<file path="src/edma_pkg.sv">
`timescale 1ns / 1ps
// ----------------------------------------------------------------------------
// edma_pkg: shared types and constants of the echo distance averaging unit
// fixed field widths, scaling constants and the inter-stage structs
// ----------------------------------------------------------------------------
package edma_pkg;

  localparam int ECHO_W   = 16;
  localparam int COEF_W   = 10;
  localparam int DIST_W   = 19;

  localparam logic [COEF_W-1:0] COEF_RESET = 10'd171;
  localparam logic [DIST_W-1:0] DIST_MAX   = 19'd524287;

  // width * coef, then * 256 / 10000 = * 16 / 625
  localparam int PROD_W     = ECHO_W + COEF_W;
  localparam int PRE_SHIFT  = 4;
  localparam int SCALED_W   = PROD_W + PRE_SHIFT;
  // floor(x / 625) = (x * ceil(2^40 / 625)) >> 40, exact for x below 2^30
  localparam int RECIP_SHIFT = 40;
  localparam int RECIP_W     = 31;
  localparam logic [RECIP_W-1:0] RECIP_625 = 31'd1759218605;
  localparam int MUL_W       = SCALED_W + RECIP_W;
  localparam int QUOT_W      = MUL_W - RECIP_SHIFT;

  typedef struct packed {
    logic              valid;
    logic              timeout;
    logic [QUOT_W-1:0] quot;
  } scale_t;

  typedef struct packed {
    logic              valid;
    logic [DIST_W-1:0] avg;
    logic [DIST_W-1:0] curr;
  } result_t;

endpackage

</file>
<file path="src/edma_echo_if.sv">
`timescale 1ns / 1ps
// ----------------------------------------------------------------------------
// edma_echo_if: echo width channel
// valid/ready handshake carrying one echo width word
// ----------------------------------------------------------------------------
interface edma_echo_if;
  logic                        valid;
  logic                        ready;
  logic [edma_pkg::ECHO_W-1:0] echo_width_us;

  modport source (output valid, output echo_width_us, input ready);
  modport sink (input valid, input echo_width_us, output ready);
endinterface

</file>
<file path="src/edma_dist_if.sv">
`timescale 1ns / 1ps
// ----------------------------------------------------------------------------
// edma_dist_if: distance result channel
// valid/ready handshake carrying the window average and current distance
// ----------------------------------------------------------------------------
interface edma_dist_if;
  logic                        valid;
  logic                        ready;
  logic [edma_pkg::DIST_W-1:0] average_distance;
  logic [edma_pkg::DIST_W-1:0] current_distance;

  modport source (output valid, output average_distance, output current_distance,
                  input ready);
  modport sink (input valid, input average_distance, input current_distance,
                output ready);
endinterface

</file>
<file path="src/edma_scale.sv">
`timescale 1ns / 1ps
// ----------------------------------------------------------------------------
// edma_scale: echo width to distance scaling pipeline
// two multiplier stages: width times coefficient, then reciprocal of 625
// ----------------------------------------------------------------------------
module edma_scale (
  input  logic                        clk_i,
  input  logic                        rst_ni,
  input  logic                        advance_i,
  input  logic                        valid_i,
  input  logic [edma_pkg::ECHO_W-1:0] width_i,
  input  logic [edma_pkg::COEF_W-1:0] coef_i,
  output edma_pkg::scale_t            scale_o
);

  logic                          v1_q;
  logic                          to1_q;
  logic [edma_pkg::PROD_W-1:0]   prod_d, prod_q;
  logic                          v2_q;
  logic                          to2_q;
  logic [edma_pkg::SCALED_W-1:0] scaled;
  logic [edma_pkg::MUL_W-1:0]    recip_prod;
  logic [edma_pkg::QUOT_W-1:0]   quot_d, quot_q;

  assign prod_d = edma_pkg::PROD_W'(width_i) * edma_pkg::PROD_W'(coef_i);

  assign scaled     = {prod_q, {edma_pkg::PRE_SHIFT{1'b0}}};
  assign recip_prod = edma_pkg::MUL_W'(scaled) * edma_pkg::MUL_W'(edma_pkg::RECIP_625);
  assign quot_d     = recip_prod[edma_pkg::MUL_W-1:edma_pkg::RECIP_SHIFT];

  always_ff @(posedge clk_i or negedge rst_ni) begin
    if (!rst_ni) begin
      v1_q <= 1'b0;
      v2_q <= 1'b0;
    end else if (advance_i) begin
      v1_q <= valid_i;
      v2_q <= v1_q;
    end
  end

  always_ff @(posedge clk_i) begin
    if (advance_i) begin
      prod_q <= prod_d;
      to1_q  <= (width_i == '0);
      quot_q <= quot_d;
      to2_q  <= to1_q;
    end
  end

  assign scale_o.valid   = v2_q;
  assign scale_o.timeout = to2_q;
  assign scale_o.quot    = quot_q;

endmodule

</file>
<file path="src/edma_cell.sv">
`timescale 1ns / 1ps
// ----------------------------------------------------------------------------
// edma_cell: one window entry
// holds a distance and hands it to the next cell on each shift
// ----------------------------------------------------------------------------
module edma_cell (
  input  logic                        clk_i,
  input  logic                        rst_ni,
  input  logic                        shift_i,
  input  logic [edma_pkg::DIST_W-1:0] dist_i,
  output logic [edma_pkg::DIST_W-1:0] dist_o
);

  logic [edma_pkg::DIST_W-1:0] dist_q;

  always_ff @(posedge clk_i or negedge rst_ni) begin
    if (!rst_ni) begin
      dist_q <= '0;
    end else if (shift_i) begin
      dist_q <= dist_i;
    end
  end

  assign dist_o = dist_q;

endmodule

</file>
<file path="src/edma_window.sv">
`timescale 1ns / 1ps
// ----------------------------------------------------------------------------
// edma_window: timeout hold, chain of window cells and running average
// keeps the running total and divides it by the window length
// ----------------------------------------------------------------------------
module edma_window #(
  parameter int WINDOW_LEN = 16
) (
  input  logic               clk_i,
  input  logic               rst_ni,
  input  logic               advance_i,
  input  edma_pkg::scale_t   scale_i,
  output edma_pkg::result_t  result_o
);

  localparam int LEN_W     = $clog2(WINDOW_LEN);
  localparam int TOT_W     = edma_pkg::DIST_W + LEN_W;
  localparam int AVG_SHIFT = TOT_W + LEN_W;
  localparam int AVG_RW    = TOT_W + 1;
  localparam int AVG_MW    = TOT_W + AVG_RW;
  localparam logic [63:0] AVG_RECIP =
    ((64'd1 << AVG_SHIFT) + 64'(WINDOW_LEN) - 64'd1) / 64'(WINDOW_LEN);

  logic [edma_pkg::DIST_W-1:0] sat_dist;
  logic [edma_pkg::DIST_W-1:0] dist_d;
  logic [edma_pkg::DIST_W-1:0] last_q;
  logic                        load;
  logic [edma_pkg::DIST_W-1:0] tap [WINDOW_LEN+1];
  logic [TOT_W-1:0]            total_d, total_q;
  logic                        v3_q;
  logic [edma_pkg::DIST_W-1:0] dist3_q;
  logic [AVG_MW-1:0]           avg_prod;
  logic                        v4_q;
  logic [edma_pkg::DIST_W-1:0] avg4_q;
  logic [edma_pkg::DIST_W-1:0] dist4_q;

  // saturate the scaled distance to 19 bits
  assign sat_dist = (scale_i.quot > edma_pkg::QUOT_W'(edma_pkg::DIST_MAX)) ?
                    edma_pkg::DIST_MAX : scale_i.quot[edma_pkg::DIST_W-1:0];
  assign dist_d   = scale_i.timeout ? last_q : sat_dist;
  assign load     = advance_i & scale_i.valid;

  assign tap[0] = dist_d;
  for (genvar i = 0; i < WINDOW_LEN; i++) begin : g_cell
    edma_cell u_cell (
      .clk_i  (clk_i),
      .rst_ni (rst_ni),
      .shift_i(load),
      .dist_i (tap[i]),
      .dist_o (tap[i+1])
    );
  end

  // oldest entry drops out of the total as the new one enters
  assign total_d = total_q - TOT_W'(tap[WINDOW_LEN]) + TOT_W'(dist_d);

  assign avg_prod = AVG_MW'(total_q) * AVG_MW'(AVG_RECIP[AVG_RW-1:0]);

  always_ff @(posedge clk_i or negedge rst_ni) begin
    if (!rst_ni) begin
      last_q  <= '0;
      total_q <= '0;
      v3_q    <= 1'b0;
      v4_q    <= 1'b0;
    end else begin
      if (load) begin
        total_q <= total_d;
        if (!scale_i.timeout) begin
          last_q <= sat_dist;
        end
      end
      if (advance_i) begin
        v3_q <= scale_i.valid;
        v4_q <= v3_q;
      end
    end
  end

  always_ff @(posedge clk_i) begin
    if (advance_i) begin
      dist3_q <= dist_d;
      avg4_q  <= avg_prod[AVG_SHIFT +: edma_pkg::DIST_W];
      dist4_q <= dist3_q;
    end
  end

  assign result_o.valid = v4_q;
  assign result_o.avg   = avg4_q;
  assign result_o.curr  = dist4_q;

endmodule

</file>
<file path="src/echo_distance_moving_average_unit.sv">
`timescale 1ns / 1ps
// throughput: one word per cycle unless dist_o stalls, set by the single-issue
//   pipeline of two multiplier stages, the window update stage and the average stage
// reset: asynchronous active low; the window cells, running total and held
//   distance clear to zero and the coefficient returns to 171
// ----------------------------------------------------------------------------
// echo_distance_moving_average_unit: echo width to averaged distance
// scales each echo width to centimetres (8 fraction bits), holds the last
// distance on a timeout and reports the moving average over the window
// ----------------------------------------------------------------------------
module echo_distance_moving_average_unit #(
  parameter int WINDOW_LEN = 16
) (
  input  logic                        clk_i,
  input  logic                        rst_ni,
  input  logic                        cfg_we_i,
  input  logic [edma_pkg::COEF_W-1:0] cfg_wdata_i,
  edma_echo_if.sink                   echo_i,
  edma_dist_if.source                 dist_o
);

  // half sound speed coefficient; the user must write it only while the unit is idle, the block does not enforce it
  logic [edma_pkg::COEF_W-1:0] coef_q;
  // the whole pipeline moves when the output register is free or drained
  logic                        advance;
  edma_pkg::scale_t            scale;
  edma_pkg::result_t           result;

  always_ff @(posedge clk_i or negedge rst_ni) begin
    if (!rst_ni) begin
      coef_q <= edma_pkg::COEF_RESET;
    end else if (cfg_we_i) begin
      coef_q <= cfg_wdata_i;
    end
  end

  assign advance      = !result.valid || dist_o.ready;
  assign echo_i.ready = advance;

  // stages one and two: product, then exact divide by 625 via reciprocal
  edma_scale u_scale (
    .clk_i    (clk_i),
    .rst_ni   (rst_ni),
    .advance_i(advance),
    .valid_i  (echo_i.valid),
    .width_i  (echo_i.echo_width_us),
    .coef_i   (coef_q),
    .scale_o  (scale)
  );

  // stages three and four: window cell chain update, then average
  edma_window #(
    .WINDOW_LEN(WINDOW_LEN)
  ) u_window (
    .clk_i    (clk_i),
    .rst_ni   (rst_ni),
    .advance_i(advance),
    .scale_i  (scale),
    .result_o (result)
  );

  assign dist_o.valid            = result.valid;
  assign dist_o.average_distance = result.avg;
  assign dist_o.current_distance = result.curr;

endmodule

</file>
<file path="src/flat_wrapper.sv">
// flat-port wrapper written by rule: the top's interface ports become plain ports
module echo_distance_moving_average_unit_flat 
#(
  parameter int WINDOW_LEN = 16
)
  (clk_i, rst_ni, cfg_we_i, cfg_wdata_i, echo_i_valid, echo_i_echo_width_us, echo_i_ready, dist_o_valid, dist_o_average_distance, dist_o_current_distance, dist_o_ready);
  edma_echo_if echo_i_i ();
  edma_dist_if dist_o_i ();
  input  logic clk_i;
  input  logic rst_ni;
  input  logic cfg_we_i;
  input  logic [edma_pkg::COEF_W-1:0] cfg_wdata_i;
  input wire logic [$bits(echo_i_i.valid)-1:0] echo_i_valid;
  input wire logic [$bits(echo_i_i.echo_width_us)-1:0] echo_i_echo_width_us;
  output wire logic [$bits(echo_i_i.ready)-1:0] echo_i_ready;
  output wire logic [$bits(dist_o_i.valid)-1:0] dist_o_valid;
  output wire logic [$bits(dist_o_i.average_distance)-1:0] dist_o_average_distance;
  output wire logic [$bits(dist_o_i.current_distance)-1:0] dist_o_current_distance;
  input wire logic [$bits(dist_o_i.ready)-1:0] dist_o_ready;
  assign echo_i_i.valid = echo_i_valid;
  assign echo_i_i.echo_width_us = echo_i_echo_width_us;
  assign echo_i_ready = echo_i_i.ready;
  assign dist_o_valid = dist_o_i.valid;
  assign dist_o_average_distance = dist_o_i.average_distance;
  assign dist_o_current_distance = dist_o_i.current_distance;
  assign dist_o_i.ready = dist_o_ready;
  echo_distance_moving_average_unit #(.WINDOW_LEN(WINDOW_LEN)) u_core (.clk_i(clk_i), .rst_ni(rst_ni), .cfg_we_i(cfg_we_i), .cfg_wdata_i(cfg_wdata_i), .echo_i(echo_i_i), .dist_o(dist_o_i));
endmodule
</file>
<file path="config.mk">
export PLATFORM = sky130hd
export DESIGN_NAME = echo_distance_moving_average_unit_flat
export DESIGN_NICKNAME = d
export VERILOG_FILES = /design/src/edma_pkg.sv /design/src/edma_echo_if.sv /design/src/edma_dist_if.sv /design/src/edma_scale.sv /design/src/edma_cell.sv /design/src/edma_window.sv /design/src/echo_distance_moving_average_unit.sv /design/src/flat_wrapper.sv
export SDC_FILE = /design/constraint.sdc
export NUM_CORES = 2
export LEC_CHECK = 0
export ABC_CLOCK_PERIOD_IN_PS = 21100
export BUFFER_PORTS_ARGS = -buffer_cell sky130_fd_sc_hd__buf_2
export CORE_AREA = 2 2 368 370
export DETAILED_ROUTE_END_ITERATION = 16
export DIE_AREA = 0 0 370 372
export PLACE_DENSITY = 0.39
export SETUP_SLACK_MARGIN = 0.02
export SYNTH_ARGS = -nofsm -noshare
export SYNTH_HDL_FRONTEND = slang
export SYNTH_SLANG_ARGS = --single-unit
</file>
<file path="constraint.sdc">
create_clock -name clk_i -period 21.1 [get_ports clk_i]
set_clock_uncertainty 0.2 [all_clocks]
set_input_delay 5.275 -clock clk_i [delete_from_list [all_inputs] [get_ports clk_i]]
set_output_delay 5.275 -clock clk_i [all_outputs]
set_load 0.03 [all_outputs]
</file>
# [Word level (Yosys, flattened, before mapping)]
# Cells that the tools add are included.
[word_totals] latchBits=0 romBits=0 ram_bits=0 reg_bits=447 memories=0 word_cells=40
[classes] add_sub_neg=2 n_mul=2 eq_ne=0 muxes=2 bitwise_logic=1 shift=0 n_reduce_logical=3 div=0 n_lt_le_gt_ge=1
[ops] operator="multiplier 26 x 31 -> 57 bit, second input constant" count=1
[ops] operator="two-way mux 19 bit" count=2
[ops] operator="multiplier 16 x 10 -> 26 bit" count=1
[ops] operator="adder 23 x 19 -> 23 bit" count=1
[ops] operator="subtractor 23 x 19 -> 23 bit" count=1
[ops] operator="greater-than comparator 21 x 19 -> 1 bit, second input constant" count=1
[ops] operator="logical NOT 16 bit" count=1
[ops] operator="AND 1 bit" count=1
[ops] operator="logical NOT 1 bit" count=1
[ops] operator="logical OR 1 bit" count=1

# [Logic depth before layout (Yosys ltp)]
[logic_depth] word_depth=4 depth_mapped=26 ltp_nobuf=26

# [Hierarchy]
# Synthesis repeated with hierarchy kept, for this count alone.
[hier_totals] hier_cells=3221 area_unflattened_um2=38555.7
[modules_own_cells] module="edma_scale" cells_each=2102 area_per_inst_um2=20773.7 instances=1
[modules_own_cells] module="edma_cell" cells_each=40 area_per_inst_um2=758.2 instances=16
[modules_own_cells] module="edma_window" cells_each=457 area_per_inst_um2=5226.3 instances=1
[modules_own_cells] module="echo_distance_moving_average_unit" cells_each=22 area_per_inst_um2=424.2 instances=1

# [Worst setup path after synthesis]
# No wires, ideal clock.
[synth_timing] path_type="input -> output" start="in dist_o_ready" end="out echo_i_ready" slack_ns=7.018 path_stages=2 arrival_ns=8.607 n_path_buf=1 path_cell_list="nand2b_1 > clkbuf_1"
[synth_between] elab_chain_cells=1
[synth_rtl] element="start, declared" line_no="flat_wrapper.sv:19" source="input wire logic [$bits(dist_o_i.ready)-1:0] dist_o_ready;"
[synth_rtl] element="logical OR 1 bit" line_no="echo_distance_moving_average_unit.sv:37" source="assign advance = !result.valid || dist_o.ready;"
[synth_rtl] element="end, declared" line_no="flat_wrapper.sv:15" source="output wire logic [$bits(echo_i_i.ready)-1:0] echo_i_ready;"
# No other way between the ends.

# [Final worst setup path]
# Ends and elaborated chain as after synthesis.

==> out/metrics.yaml <==
status: "finished clean"
final.min_clock_period_ns: 11.48
dp_hpwl_mm: 67.4
syn_inst: 3026
io_pins: 71
dieArea_um2: 138000
antenna_found_initial: 1
ys_seq_area_frac: 0.327
startpoint_type: "primary input"
final-hold-violation-count: 0
core_area_um2: 134000
portBuffers: 70
synthArstFlopShare: 0.763
n_antenna_cell: 0
drc: 0
synthDistinctLibCells: 67
synth_top_area_share: 0.266
slew_viol_final: 0
routabilityCongestion: 0.839
arrival_ns: 6.00
synth_nets: 3888
rsz0062_at_grt: "no"
die_h_um: 372
fmaxAchievable_mhz: 87.1
final.setup.worst_slack_ns: 9.62
drive_above_1_share: 0.159
clk_pin_slew_ns: 0.06
timing.rr.start: "u_core.u_scale.prod_q[12]"
cap_viol_max_count: 0
crit_path_end_kind: "primary output"
wire_per_inst_um: 17.2
worst_pin_slew_ns: 1.32
slew-limit-headroom: 0.122
timing.final.crit_share: 0.544
vias: 20400
synth_top_cell_by_area: "fa_1"
synth_edf_count: 106
final.setup.tns_ns: 0
crit_family: "buffers and inverters"
numCtsBuffers: 54
synth_area_um2: 35900
post-cts-setup-buffer-count: 0
pre_cts_slack_ns: 9.59
hold_class: "reg2reg"
start_util: 0.267
cpPeakStageDelay_ns: 0.35
yosys_warnings: 0
clock_latency_ns: 0.64
hold_slack_ns: 0.216
yosys_register_bits: 447
slowest_stage: "nand2b_4"
overflow: 0
cpMostUsedCell: "buf_2"
synthTopCellsByCount: "inv_1, fa_1, ha_1"
ctsHoldBuffers: 0
synthFlopType: "dfrtp_1"
layout.nets: 3949
path_max_fanout: 17
clk_path_buf_depth: 3
drtAntennaViolNets: 0
synth.area.top_cells: "fa_1, dfrtp_1, ha_1"
drt_iter0_markers: 861
grt_use_total: 0.126
h-tree-depth: 2
setup_viol: 0
grt_max_degree: 200
cp.required_ns: 15.62
fin_util: 0.300
rows: 135
clkSinkCount: 447
cts_tree: "built"
firstDrtPassIters: 4
crit_start: "dist_o_ready"
syn_to_final_growth_pct: 12.1
yosys.cell_count.top_type: "inv_1"
crit_buf_inv: 2
avgViaCountPerCell: 4.15
timing_worst_setup_path_type: "in2out"
critical_path.cell_chain: "buf_2 > nand2b_4 > buf_2"
wl_mm: 84.4
die_x_um: 370
min_from: "u_core.u_window.dist3_q[5]"
cts-root-buf: "clkbuf_16"
cts.repair.resized: 0
syn_area_per_cell_um2: 11.9
grt_pass1_wl_mm: 135
grt_pass1_vias: 22700
==> area by class of cell <==
class | instances | area (um^2)
fillers | 13900 | 94000
clock buffers | 70 | 1550
flip-flops and latches | 447 | 11700
multi-input cells | 1802 | 21300
well taps | 1781 | 2230
inverters | 701 | 2630
repair buffers | 81 | 455
clock inverters | 32 | 388
==> registers in the layout, indices dropped and copies added (netlist names), 10 cells and up <==
| register | count |
|---|---|
| u_core.u_window.g_cell.u_cell.dist_o | 285 |
| u_core.u_scale.prod_q | 26 |
| u_core.u_window.total_q | 23 |
| u_core.u_scale.quot_q | 21 |
| u_core.u_window.avg4_q | 19 |
| u_core.u_window.dist3_q | 19 |
| u_core.u_window.dist4_q | 19 |
| u_core.u_window.last_q | 19 |
| u_core.coef_q | 10 |
==> logic make-up (layout without fill, tap and decap cells) <==
logic type | count (synthesis) | count (layout) | share of synthesized area
mux | 302 | 302 | 0.0946
buf+inv | 777 | 884 | 0.0813
flops | 447 | 447 | 0.327
simple gates | 371 | 371 | 0.0499
compound gates | 234 | 234 | 0.0427
fa+ha+maj | 831 | 831 | 0.389
xor+xnor | 64 | 64 | 0.0156
==> metal layers <==
layer	wire length [um]	part of all wire	global-route usage
met1	40000	0.47	0.173
met4	1500	0.018	0.0292
met3	2870	0.034	0.0186
met2	40000	0.47	0.211
met5	9	0.00011	0
==> metrics by stage <==
step,area [um^2],instances
global placement,38300,4812
CTS,40200,4914
floorplan,35900,3026
global route,40200,4914
detailed placement,38300,4812
finish,40200,4914
==> cell usage in the layout, fill, tap and decap left out, types with 6 or more instances in the layout <==
master / count
a21oi_1: 72
a21o_1: 28
o21a_1: 6
xor2_1: 22
o21ai_1: 8
o21bai_1: 9
and2_1: 77
o21ai_0: 58
nor2_1: 54
inv_1: 701
nor3_1: 12
buf_2: 69
nor2b_1: 8
nor4_1: 6
nand4_1: 7
nand2_1: 156
a31oi_1: 7
ha_1: 355
clkbuf_16: 57
clkbuf_8: 7
o31ai_1: 7
dfrtp_1: 336
nand3_1: 17
buf_4: 10
fa_1: 476
bufinv_16: 7
and3_1: 8
clkinv_2: 14
clkbuf_1: 6
mux2_2: 298
xnor2_1: 42
edfxtp_1: 106
==> path summary, 6_finish.rpt <==
check	end	slack, ns	cells after the start
worst max-delay path	echo_i_ready	9.62	3
worst min-delay path	u_core.u_window.dist4_q[5]	0.22	0
worst max register to register	u_core.u_scale.quot_q[19]	12.97	24
worst min register to register	u_core.u_window.dist4_q[5]	0.22	0
max in group asynchronous	u_core.coef_q[4]	14.10	3
min in group asynchronous	u_core.u_window.g_cell[15].u_cell.dist_o[7]	4.51	1
Power is left out: the tool's default activity adds up to more than one toggle a clock period on the data nets, which glitch-free logic cannot reach.
